<file path="src/hw/rtl/tst_pkg.sv">
// Package with the flag bit positions, verdict codes and shared types of the stream tracker.
package tst_pkg;
	localparam int unsigned FLAG_ACK_BIT = 4;
	localparam int unsigned FLAG_RST_BIT = 2;
	localparam int unsigned FLAG_SYN_BIT = 1;
	localparam int unsigned FLAG_FIN_BIT = 0;

	typedef enum logic [3:0] {
		V_IN_ORDER     = 4'd0,
		V_RETRANSMIT   = 4'd1,
		V_GAP          = 4'd2,
		V_NO_HANDSHAKE = 4'd3,
		V_OPENED       = 4'd4,
		V_RESET        = 4'd5,
		V_FIN          = 4'd6,
		V_FIN_ORPHAN   = 4'd7,
		V_CLOSED       = 4'd8,
		V_FULL         = 4'd9
	} verdict_t;

	typedef struct packed {
		logic [31:0] source_address;
		logic [31:0] dest_address;
		logic [15:0] source_port;
		logic [15:0] dest_port;
		logic [31:0] sequence_req;
		logic [15:0] payload_bytes;
		logic [7:0]  tcp_flags;
	} segment_t;

	typedef struct packed {
		logic [3:0]  verdict;
		logic [31:0] retransmit_total;
		logic [31:0] gap_total;
	} result_t;

	// Key of one stream entry.
	typedef struct packed {
		logic [31:0] source_address;
		logic [31:0] dest_address;
		logic [15:0] source_port;
		logic [15:0] dest_port;
	} stream_key_t;

	// Per-entry data kept in the flow RAM.
	typedef struct packed {
		logic [31:0] expected_sequence;
		logic        close_responder;
		logic        remove_on_ack;
	} stream_data_t;
endpackage

</file>
<file path="src/hw/rtl/tst_if.sv">
// Valid/ready channel interfaces for segments and results.
interface tst_seg_if;
	logic               valid;
	logic               ready;
	tst_pkg::segment_t  payload;
	modport source (output valid, output payload, input ready);
	modport sink (input valid, input payload, output ready);
endinterface

interface tst_res_if;
	logic              valid;
	logic              ready;
	tst_pkg::result_t  payload;
	modport source (output valid, output payload, input ready);
	modport sink (input valid, input payload, output ready);
endinterface

</file>
<file path="src/hw/rtl/tst_ram.sv">
// Generic single-port-write, single-port-read RAM with registered read data.
module tst_ram #(
	parameter int unsigned WIDTH = 8,
	parameter int unsigned DEPTH = 16
) (
	input  logic                     clk,
	input  logic                     wr_en,
	input  logic [$clog2(DEPTH)-1:0] wr_addr,
	input  logic [WIDTH-1:0]         wr_data,
	input  logic [$clog2(DEPTH)-1:0] rd_addr,
	output logic [WIDTH-1:0]         rd_data
);
	logic [WIDTH-1:0] mem [DEPTH];

	always_ff @(posedge clk) begin
		if (wr_en) begin
			mem[wr_addr] <= wr_data;
		end
		rd_data <= mem[rd_addr];
	end
endmodule

</file>
<file path="src/hw/rtl/tst_match.sv">
// Sequential key search: walks the key RAM one entry per cycle for a key.
module tst_match #(
	parameter int unsigned ENTRIES = 16
) (
	input  logic                       clk,
	input  logic                       arst_n,
	input  logic                       start,
	input  tst_pkg::stream_key_t       key,
	input  logic [ENTRIES-1:0]         valid_bits,
	output logic [$clog2(ENTRIES)-1:0] rd_addr,
	input  tst_pkg::stream_key_t       rd_key,
	output logic                       done,
	output logic                       found,
	output logic [$clog2(ENTRIES)-1:0] index
);
	localparam int unsigned IW = $clog2(ENTRIES);

	typedef enum logic [1:0] {S_IDLE, S_SCAN, S_DONE} state_t;

	state_t        state_q;
	logic [IW:0]   addr_q;
	logic [IW-1:0] cmp_q;
	logic          cmp_live_q;
	logic          hit;
	logic          last_cmp;

	assign rd_addr = addr_q[IW-1:0];
	assign hit = cmp_live_q && valid_bits[cmp_q] && (rd_key == key);
	assign last_cmp = cmp_live_q && (cmp_q == IW'(ENTRIES - 1));

	always_ff @(posedge clk or negedge arst_n) begin
		if (!arst_n) begin
			state_q    <= S_IDLE;
			addr_q     <= '0;
			cmp_q      <= '0;
			cmp_live_q <= 1'b0;
			done       <= 1'b0;
			found      <= 1'b0;
			index      <= '0;
		end else begin
			unique case (state_q)
				S_IDLE: begin
					done <= 1'b0;
					if (start) begin
						addr_q     <= '0;
						cmp_live_q <= 1'b0;
						state_q    <= S_SCAN;
					end
				end
				S_SCAN: begin
					// Read data for address cmp_q arrives in the cycle after the request.
					cmp_q      <= addr_q[IW-1:0];
					cmp_live_q <= (addr_q < (IW+1)'(ENTRIES));
					if (addr_q < (IW+1)'(ENTRIES)) begin
						addr_q <= addr_q + 1'b1;
					end
					done <= hit || last_cmp;
					if (hit || last_cmp) begin
						found   <= hit;
						state_q <= S_DONE;
					end
					if (hit) begin
						index <= cmp_q;
					end
				end
				S_DONE: begin
					done    <= 1'b0;
					state_q <= S_IDLE;
				end
				default: begin
					done    <= 1'b0;
					state_q <= S_IDLE;
				end
			endcase
		end
	end
endmodule

</file>
<file path="src/hw/rtl/tcp_stream_sequence_tracker.sv">
// Top level of the TCP stream sequence tracker.
// Usage: one segment beat enters on seg; one result beat leaves on res for
// each segment, carrying the verdict and both running counters.
// Each segment takes a forward search of the key RAM, one entry per cycle,
// and for RST or FIN on a known stream a reverse search as well, then a
// read of the flow data and a write back where the flow data changes.
// One segment is handled at a time; seg.ready is high only while idle,
// which the tracker reaches through OUT after the result is registered.
// The result is held in an output register; the next segment is accepted
// while that result still waits, and a stalled receiver blocks only when a
// second result is ready before the first is taken.
// Reset clears the valid bits and both counters; the RAM contents stay
// undefined and are never used for an entry that is not valid.
// Free-slot choice uses the valid bits: the lowest free entry wins.
module tcp_stream_sequence_tracker #(
	parameter int unsigned STREAM_ENTRIES = 16
) (
	input  logic   clk,
	input  logic   arst_n,
	tst_seg_if.sink   seg,
	tst_res_if.source res
);
	localparam int unsigned IW = $clog2(STREAM_ENTRIES);

	typedef enum logic [3:0] {
		S_IDLE, S_FWD, S_FWD_WAIT, S_REV, S_REV_WAIT, S_RD, S_RD_WAIT,
		S_EXEC, S_OUT
	} state_t;

	state_t                 state_q;
	tst_pkg::segment_t      seg_q;
	logic [STREAM_ENTRIES-1:0] valid_q;
	logic [31:0]            rtx_q;
	logic [31:0]            gap_q;
	logic                   s_found_q;
	logic [IW-1:0]          s_idx_q;
	logic                   r_found_q;
	logic [IW-1:0]          r_idx_q;
	logic                   out_valid_q;
	tst_pkg::result_t       out_q;

	// Search unit.
	logic                   m_start;
	tst_pkg::stream_key_t   m_key;
	logic [IW-1:0]          m_rd_addr;
	tst_pkg::stream_key_t   m_rd_key;
	logic                   m_done;
	logic                   m_found;
	logic [IW-1:0]          m_index;
	logic                   rev_q;

	// RAM ports.
	logic                   key_we;
	logic [IW-1:0]          key_waddr;
	tst_pkg::stream_key_t   key_wdata;
	logic                   dat_we;
	logic [IW-1:0]          dat_waddr;
	tst_pkg::stream_data_t  dat_wdata;
	logic [IW-1:0]          dat_raddr;
	tst_pkg::stream_data_t  dat_rdata;
	logic                   dat_aux_we;
	logic [IW-1:0]          dat_aux_addr;
	tst_pkg::stream_data_t  cur_data_q;
	logic                   dat_we_any;
	logic [IW-1:0]          dat_waddr_any;

	// Lowest free entry.
	logic                   free_found;
	logic [IW-1:0]          free_idx;

	tst_pkg::stream_key_t   fwd_key;
	tst_pkg::stream_key_t   rev_key;

	assign fwd_key = '{seg_q.source_address, seg_q.dest_address,
		seg_q.source_port, seg_q.dest_port};
	assign rev_key = '{seg_q.dest_address, seg_q.source_address,
		seg_q.dest_port, seg_q.source_port};
	assign m_key = rev_q ? rev_key : fwd_key;
	assign m_start = (state_q == S_FWD) || (state_q == S_REV);

	always_comb begin
		free_found = 1'b0;
		free_idx   = '0;
		for (int i = STREAM_ENTRIES - 1; i >= 0; i--) begin
			if (!valid_q[i]) begin
				free_found = 1'b1;
				free_idx   = IW'(i);
			end
		end
	end

	tst_match #(.ENTRIES(STREAM_ENTRIES)) u_match (
		.clk        (clk),
		.arst_n     (arst_n),
		.start      (m_start),
		.key        (m_key),
		.valid_bits (valid_q),
		.rd_addr    (m_rd_addr),
		.rd_key     (m_rd_key),
		.done       (m_done),
		.found      (m_found),
		.index      (m_index)
	);

	tst_ram #(.WIDTH($bits(tst_pkg::stream_key_t)), .DEPTH(STREAM_ENTRIES)) u_key_ram (
		.clk     (clk),
		.wr_en   (key_we),
		.wr_addr (key_waddr),
		.wr_data (key_wdata),
		.rd_addr (m_rd_addr),
		.rd_data (m_rd_key)
	);

	tst_ram #(.WIDTH($bits(tst_pkg::stream_data_t)), .DEPTH(STREAM_ENTRIES)) u_dat_ram (
		.clk     (clk),
		.wr_en   (dat_we_any),
		.wr_addr (dat_waddr_any),
		.wr_data (dat_wdata),
		.rd_addr (dat_raddr),
		.rd_data (dat_rdata)
	);

	assign seg.ready = (state_q == S_IDLE);
	assign res.valid = out_valid_q;
	assign res.payload = out_q;

	// Execute-stage decode.
	logic                  f_syn, f_rst, f_fin, f_ack;
	logic [31:0]           seq_p1, seq_plen;
	tst_pkg::verdict_t     verdict;
	logic                  clr_s, clr_r, set_resp_r, inc_rtx, inc_gap;
	tst_pkg::stream_data_t new_s;

	assign f_syn = seg_q.tcp_flags[tst_pkg::FLAG_SYN_BIT];
	assign f_rst = seg_q.tcp_flags[tst_pkg::FLAG_RST_BIT];
	assign f_fin = seg_q.tcp_flags[tst_pkg::FLAG_FIN_BIT];
	assign f_ack = seg_q.tcp_flags[tst_pkg::FLAG_ACK_BIT];
	assign seq_p1 = seg_q.sequence_req + 32'd1;
	assign seq_plen = seg_q.sequence_req + {16'd0, seg_q.payload_bytes};

	always_comb begin
		verdict    = tst_pkg::V_NO_HANDSHAKE;
		clr_s      = 1'b0;
		clr_r      = 1'b0;
		set_resp_r = 1'b0;
		inc_rtx    = 1'b0;
		inc_gap    = 1'b0;
		new_s      = cur_data_q;
		key_we     = 1'b0;
		dat_we     = 1'b0;
		dat_waddr  = s_idx_q;
		key_waddr  = free_idx;
		key_wdata  = fwd_key;
		if (!s_found_q) begin
			if (f_syn && free_found) begin
				verdict   = tst_pkg::V_OPENED;
				key_we    = 1'b1;
				dat_we    = 1'b1;
				dat_waddr = free_idx;
				new_s     = '{seq_p1, 1'b0, 1'b0};
			end else if (f_syn) begin
				verdict = tst_pkg::V_FULL;
			end
		end else if (f_rst) begin
			verdict = tst_pkg::V_RESET;
			clr_s   = 1'b1;
			clr_r   = r_found_q;
		end else if (f_fin) begin
			dat_we = 1'b1;
			new_s.expected_sequence = seq_p1;
			if (cur_data_q.close_responder) begin
				clr_s   = 1'b1;
				verdict = tst_pkg::V_FIN;
			end else begin
				new_s.remove_on_ack = 1'b1;
				if (!r_found_q) begin
					clr_s   = 1'b1;
					verdict = tst_pkg::V_FIN_ORPHAN;
				end else begin
					set_resp_r = 1'b1;
					verdict    = tst_pkg::V_FIN;
					// Stream is its own reverse: both marks land on one entry.
					if (r_idx_q == s_idx_q) begin
						new_s.close_responder = 1'b1;
					end
				end
			end
		end else if (f_ack && cur_data_q.remove_on_ack) begin
			clr_s   = 1'b1;
			verdict = tst_pkg::V_CLOSED;
		end else if (seg_q.sequence_req < cur_data_q.expected_sequence) begin
			inc_rtx = 1'b1;
			verdict = tst_pkg::V_RETRANSMIT;
		end else begin
			dat_we = 1'b1;
			new_s.expected_sequence = seq_plen;
			if (seg_q.sequence_req > cur_data_q.expected_sequence) begin
				inc_gap = 1'b1;
				verdict = tst_pkg::V_GAP;
			end else begin
				verdict = tst_pkg::V_IN_ORDER;
			end
		end
		if (state_q != S_EXEC) begin
			key_we = 1'b0;
			dat_we = 1'b0;
		end
	end

	// Valid bits after this segment.
	logic [STREAM_ENTRIES-1:0] valid_next;
	always_comb begin
		valid_next = valid_q;
		if (verdict == tst_pkg::V_OPENED) begin
			valid_next[free_idx] = 1'b1;
		end
		if (clr_s) begin
			valid_next[s_idx_q] = 1'b0;
		end
		if (clr_r) begin
			valid_next[r_idx_q] = 1'b0;
		end
	end

	// The reverse entry's responder mark is set in a second write after a read.
	assign dat_aux_we   = (state_q == S_OUT) && set_resp_r && (r_idx_q != s_idx_q);
	assign dat_aux_addr = r_idx_q;

	tst_pkg::stream_data_t rev_wdata;
	always_comb begin
		rev_wdata = dat_rdata;
		rev_wdata.close_responder = 1'b1;
	end

	// Write port: the normal update in EXEC, the reverse mark in OUT.
	tst_pkg::stream_data_t dat_wdata_mux;
	assign dat_wdata_mux = dat_aux_we ? rev_wdata : new_s;

	always_comb begin
		dat_wdata = dat_wdata_mux;
	end

	assign dat_we_any    = dat_we || dat_aux_we;
	assign dat_waddr_any = dat_aux_we ? dat_aux_addr : dat_waddr;

	// Read address: forward entry in RD, reverse entry in EXEC for the OUT write.
	assign dat_raddr = (state_q == S_EXEC) ? r_idx_q : s_idx_q;

	always_ff @(posedge clk or negedge arst_n) begin
		if (!arst_n) begin
			state_q     <= S_IDLE;
			seg_q       <= '0;
			valid_q     <= '0;
			rtx_q       <= '0;
			gap_q       <= '0;
			out_valid_q <= 1'b0;
			out_q       <= '0;
			rev_q       <= 1'b0;
			s_found_q   <= 1'b0;
			s_idx_q     <= '0;
			r_found_q   <= 1'b0;
			r_idx_q     <= '0;
			cur_data_q  <= '0;
		end else begin
			if (out_valid_q && res.ready && (state_q != S_EXEC)) begin
				out_valid_q <= 1'b0;
			end
			unique case (state_q)
				S_IDLE: begin
					if (seg.valid) begin
						seg_q   <= seg.payload;
						rev_q   <= 1'b0;
						state_q <= S_FWD;
					end
				end
				S_FWD: state_q <= S_FWD_WAIT;
				S_FWD_WAIT: begin
					if (m_done) begin
						s_found_q <= m_found;
						s_idx_q   <= m_index;
						r_found_q <= 1'b0;
						if (m_found && (f_rst || f_fin)) begin
							rev_q   <= 1'b1;
							state_q <= S_REV;
						end else begin
							state_q <= S_RD;
						end
					end
				end
				S_REV: state_q <= S_REV_WAIT;
				S_REV_WAIT: begin
					if (m_done) begin
						r_found_q <= m_found;
						r_idx_q   <= m_index;
						state_q   <= S_RD;
					end
				end
				S_RD: state_q <= S_RD_WAIT;
				S_RD_WAIT: begin
					cur_data_q <= dat_rdata;
					state_q    <= S_EXEC;
				end
				S_EXEC: begin
					// Wait for the previous result to drain before overwriting it.
					if (!out_valid_q || res.ready) begin
						valid_q                <= valid_next;
						out_q.verdict          <= verdict;
						out_q.retransmit_total <= rtx_q + {31'd0, inc_rtx};
						out_q.gap_total        <= gap_q + {31'd0, inc_gap};
						rtx_q                  <= rtx_q + {31'd0, inc_rtx};
						gap_q                  <= gap_q + {31'd0, inc_gap};
						out_valid_q            <= 1'b1;
						state_q                <= S_OUT;
					end
				end
				S_OUT: state_q <= S_IDLE;
				default: state_q <= S_IDLE;
			endcase
		end
	end
endmodule
</file>
<file path="src/flat_wrapper.sv">
// flat-port wrapper written by rule: the top's interface ports become plain ports
module tcp_stream_sequence_tracker_flat 
#(
	parameter int unsigned STREAM_ENTRIES = 16
)
  (clk, arst_n, seg_valid, seg_payload, seg_ready, res_valid, res_payload, res_ready);
  tst_seg_if seg_i ();
  tst_res_if res_i ();
  input  logic clk;
  input  logic arst_n;
  input wire logic [$bits(seg_i.valid)-1:0] seg_valid;
  input wire logic [$bits(seg_i.payload)-1:0] seg_payload;
  output wire logic [$bits(seg_i.ready)-1:0] seg_ready;
  output wire logic [$bits(res_i.valid)-1:0] res_valid;
  output wire logic [$bits(res_i.payload)-1:0] res_payload;
  input wire logic [$bits(res_i.ready)-1:0] res_ready;
  assign seg_i.valid = seg_valid;
  assign seg_i.payload = seg_payload;
  assign seg_ready = seg_i.ready;
  assign res_valid = res_i.valid;
  assign res_payload = res_i.payload;
  assign res_i.ready = res_ready;
  tcp_stream_sequence_tracker #(.STREAM_ENTRIES(STREAM_ENTRIES)) u_core (.clk(clk), .arst_n(arst_n), .seg(seg_i), .res(res_i));
endmodule
</file>
<file path="config.mk">
export PLATFORM = sky130hd
export DESIGN_NAME = tcp_stream_sequence_tracker_flat
export DESIGN_NICKNAME = d
export VERILOG_FILES = /design/src/hw/rtl/tst_pkg.sv /design/src/hw/rtl/tst_if.sv /design/src/hw/rtl/tst_ram.sv /design/src/hw/rtl/tst_match.sv /design/src/hw/rtl/tcp_stream_sequence_tracker.sv /design/src/flat_wrapper.sv
export SDC_FILE = /design/constraint.sdc
export NUM_CORES = 2
export LEC_CHECK = 0
export CAP_MARGIN = 20
export CORE_MARGIN = 5
export CORE_UTILIZATION = 45
export DETAILED_ROUTE_END_ITERATION = 8
export DONT_BUFFER_PORTS = 1
export PLACE_DENSITY = 0.66
export SLEW_MARGIN = 25
export SYNTH_ARGS = -nofsm -noshare
export SYNTH_HDL_FRONTEND = slang
export SYNTH_HIERARCHICAL = 1
export SYNTH_SLANG_ARGS = --single-unit
</file>
<file path="constraint.sdc">
create_clock -name clk -period 12.8 [get_ports clk]
set_clock_uncertainty 0.2 [all_clocks]
set_input_delay 1.28 -clock clk [delete_from_list [all_inputs] [get_ports clk]]
set_output_delay 1.28 -clock clk [all_outputs]
set_load 0.02 [all_outputs]
</file>
==> reports/summary.log <==
INFO  clock_network  insertion_delay=910ps
INFO  critical_path  r2r.worst_path.cells=10
INFO  global_routing first_pass_grt_wire_length=352000um
INFO  pwr            pint=17500uW
INFO  die            rows=172
INFO  critical_path  cp_cell_instances=buf_4 -> inv_1 -> nor2_1 -> nand3_1 -> or3_1 -> buf_4 -> a31oi_1 -> nand2_1 -> nor2_4 -> buf_4
INFO  final_layout   nets_final=5554
INFO  critical_path  worst_ep_required_time=13080ps
INFO  die            num_ports=226
INFO  critical_path  regToRegStartpoint=u_core/s_found_q
INFO  timing         layout_worst_path_cycle_share=43.9%
INFO  routing        firstDrtPassIters=5
INFO  pwr            seq_power_share=46.9%
INFO  place          gp_routability_congestion=0.864
INFO  timing         slew_headroom=23.8%
INFO  timing         timing.setup.tns=0ps
INFO  routing        routed_via_density=5.97
INFO  timing         final_max_slew_viol_count=0
INFO  yosys          async_flop_share=12.0%
INFO  yosys          synth_top_flop_cell=sky130_fd_sc_hd__edfxtp_1
INFO  global_routing grtUsageTotal=20.6%
INFO  die            die_area=0.230mm2
INFO  critical_path  worstSetupEndpointType=flip-flop
INFO  final_layout   final_design_utilization=51.0%
INFO  pwr            power.static_leakage=0.0368uW
INFO  clock_network  cts.sinks=2510
INFO  final_layout   fin_cells=8519
INFO  critical_path  path_buf_inv=4
INFO  clock_network  cts-htree-levels=5
INFO  critical_path  critical-path-top-cell-by-count=sky130_fd_sc_hd__buf_4
INFO  critical_path  path_class=flip-flop to flip-flop
INFO  clock_network  cts_made_buffers=278
INFO  yosys          synth_warnings=6
INFO  final_layout   final_layout_size_suffix_gt1_share=25.0%
INFO  global_routing grt_start_max_net_pins=301
INFO  clock_network  clock_pin_slew_of_the_registers_on_the_worst_case_setup_and_hold_paths=60ps
INFO  global_routing globalRoute.totalOverflow=0
INFO  timing         worstMarginPinSlew=1140ps
INFO  final_layout   area_delta_synth_final=12.8%
INFO  die            initial_utilization=45.2%
INFO  pwr            clock_power_share=31.2%
INFO  global_routing grt_pass1_vias=51600
INFO  yosys          synth.area.top_cells=sky130_fd_sc_hd__edfxtp_1 (63%), sky130_fd_sc_hd__mux4_2 (12%), sky130_fd_sc_hd__dfrtp_1 (7.6%)
INFO  yosys          yosys.area.top_type=sky130_fd_sc_hd__edfxtp_1
INFO  timing         layout_min_cycle_time=5610ps
INFO  place          dpl_worst_slack=7410ps
INFO  critical_path  timing.rr.end=u_core/u_dat_ram/mem[15][18]
INFO  final_layout   nFillCells=17300
INFO  critical_path  setup.reg_to_reg.worst_slack=7190ps
INFO  timing         rsz0062_at_grt=false
INFO  die            core_footprint=0.220mm2
INFO  routing        postRouteAntennaNets=0
INFO  critical_path  data_arrival_at_the_endpoint_of_the_critical_path=5890ps
INFO  timing         hold_violations=0
INFO  pwr            power-per-cell-area=223mW/mm2
INFO  yosys          synth_top_cells_by_count=sky130_fd_sc_hd__edfxtp_1 (2080), sky130_fd_sc_hd__mux4_2 (522), sky130_fd_sc_hd__dfrtp_1 (300), sky130_fd_sc_hd__nand2_1 (293), sky130_fd_sc_hd__mux2_2 (268)
INFO  yosys          syn_avg_cell_area=19.0um2
INFO  pwr            worst_ir_drop_vdd=0.166mV
INFO  yosys          synth_fp_nets=5428
INFO  clock_network  clock-root-buffer=sky130_fd_sc_hd__clkbuf_16
INFO  routing        drt_drc_violations_left=0
INFO  critical_path  timing.critical_path.slowest_stage_cell=sky130_fd_sc_hd__nor2_4
INFO  pwr            power_frac_comb=21.9%
INFO  yosys          synth_most_common_cell=sky130_fd_sc_hd__edfxtp_1
INFO  run            maxCapViolations=0
INFO  routing        drtIter0Drc=5095
INFO  yosys          synthesis.area=0.0993mm2
INFO  final_layout   fin_area=0.112mm2
INFO  yosys          post_synthesis_cell_type_count=97
INFO  timing         setup_slack=7190ps
INFO  die            die-width=480um
INFO  clock_network  tritoncts=built
INFO  timing         finalSetupViolations=0
INFO  yosys          synth_cells=5217
INFO  routing        drt_wl_total=240000um
INFO  yosys          ys_ff_latch=2510
INFO  timing         maxClockFrequency=178MHz
INFO  place          placedInstanceArea=0.103mm2
INFO  die            die_h=480um
INFO  routing        dr_total_vias=50800
INFO  critical_path  critPathLaunchType=flip-flop
INFO  critical_path  crit_fanout=37
INFO  pwr            power_switching=7490uW
INFO  routing        wl_per_cell=28.1um
INFO  place          dpl.hpwl=129000um
INFO  global_routing grt_antenna_before_repair=37
INFO  hold_path      hold_path_class=input port to async pin
INFO  yosys          netlist.area_leader.share=62.9%
INFO  status         status=finished, final reports clean
INFO  place          port_buffers=0
INFO  clock_network  cts.path.max_buffers=4
INFO  critical_path  critPathTopFamily=simple AND/OR/NAND/NOR gates
INFO  pwr            switching_power_share_of_the_total=30.0%
INFO  place          placedCellCount=8018
INFO  yosys          sequential_area_share_after_synthesis=73.1%
INFO  critical_path  crit_path_max_incr_delay=760ps
INFO  yosys          synth_edf_count=2080
[routing by layer]
layer | wire [um] | up-vias | global-route usage [%]
li1 | - | 21400 | -
met1 | 95900 | 27000 | 27.8
met2 | 121000 | 1989 | 34.6
met3 | 15800 | 452 | 3.39
met4 | 6880 | 4 | 6.13
met5 | 21 | - | 0
[worst register-to-register path, stage by stage, from the launching register on]
cell	delay [ps]
sky130_fd_sc_hd__dfrtp_1	330
sky130_fd_sc_hd__buf_4	290
sky130_fd_sc_hd__inv_1	360
sky130_fd_sc_hd__nor2_1	630
sky130_fd_sc_hd__nand3_1	300
sky130_fd_sc_hd__or3_1	370
sky130_fd_sc_hd__buf_4	330
sky130_fd_sc_hd__a31oi_1	630
sky130_fd_sc_hd__nand2_1	430
sky130_fd_sc_hd__nor2_4	760
sky130_fd_sc_hd__buf_4	560
[sequential cells by signal, summed over array words and instances (netlist names), 5 cells and up]
signal,count
u_core/u_key_ram/mem,1536
u_core/u_dat_ram/mem,544
u_core/fwd_key,96
u_core/u_key_ram/rd_data,96
u_core/res.payload,68
u_core/seg_q,48
u_core/cur_data_q,34
u_core/u_dat_ram/rd_data,34
u_core/valid_q,16
u_core/u_match/addr_q,5
[cells in the final DEF, fill, tap and decap left out, drive strengths merged, types with 113 or more instances in the layout]
cell,netlist,routed
edfxtp,2080,2080
mux4,525,525
clkbuf,124,381
dfrtp,300,300
nand2,293,293
mux2,272,272
a22oi,268,268
dfxtp,130,130
nor2,123,123
buf,143,113
[cell families after synthesis]
| kind of cell | synth area share, % |
|---|---|
| compound gates | 4.39 |
| xor+xnor | 1.58 |
| fa+ha+maj | 0.700 |
| buf+inv | 1.68 |
| flops | 73.1 |
| mux | 15.0 |
| simple gates | 3.58 |
[worst max path at each step]
stage                           start                      endpoint  slack, ps  cells after the start
CTS                  u_core/s_found_q  u_core/u_dat_ram/mem[15][18]       7290                     10
global placement     u_core/s_found_q  u_core/u_dat_ram/mem[15][17]       7430                     10
detailed placement   u_core/s_found_q  u_core/u_dat_ram/mem[15][20]       7410                     10
floorplan           u_core/valid_q[2]    u_core/u_key_ram/mem[0][0]       3700                      7
global route         u_core/s_found_q  u_core/u_dat_ram/mem[15][18]       6970                     10
finish               u_core/s_found_q  u_core/u_dat_ram/mem[15][18]       7190                     10
[through the flow]
stage / hold slack [ps] / total power, uW
5_1_grt: 46.8 / 26000
2_1_floorplan: 210 / 15200
4_1_cts: 231 / 25100
3_3_place_gp: 253 / 17200
3_5_place_dp: 251 / 17300
6_report: 57.9 / 25000
[power by group through the flow]
| stage | logic, uW | clock network (uW) | registers, uW |
|---|---|---|---|
| after CTS | 5480 | 7940 | 11700 |
| after floorplan | 3830 | 0 | 11400 |
| after global placement | 5330 | 0 | 11800 |
| after detailed placement | 5420 | 0 | 11900 |
| after global routing | 5870 | 8290 | 11800 |
| final | 5460 | 7790 | 11700 |
[area by class of cell]
cell class | count | area [um2] | share of cell area (%)
diodes | 12 | 30.0 | 0.0268
clock inverters | 105 | 1150 | 1.03
inverters | 74 | 283 | 0.252
flip-flops and latches | 2510 | 72600 | 64.8
repair buffers | 113 | 1070 | 0.955
well taps | 2958 | 3700 | 3.30
multi-input cells | 2366 | 25500 | 22.7
clock buffers | 381 | 7740 | 6.91
[timing repair]
item                      in CTS  in global routing
hold endpoints to repair     300                  0
gates resized for setup        0                  0
buffers inserted               0                  0
hold buffers                   1                  0
No activity file was read; power rests on OpenSTA's default activity.
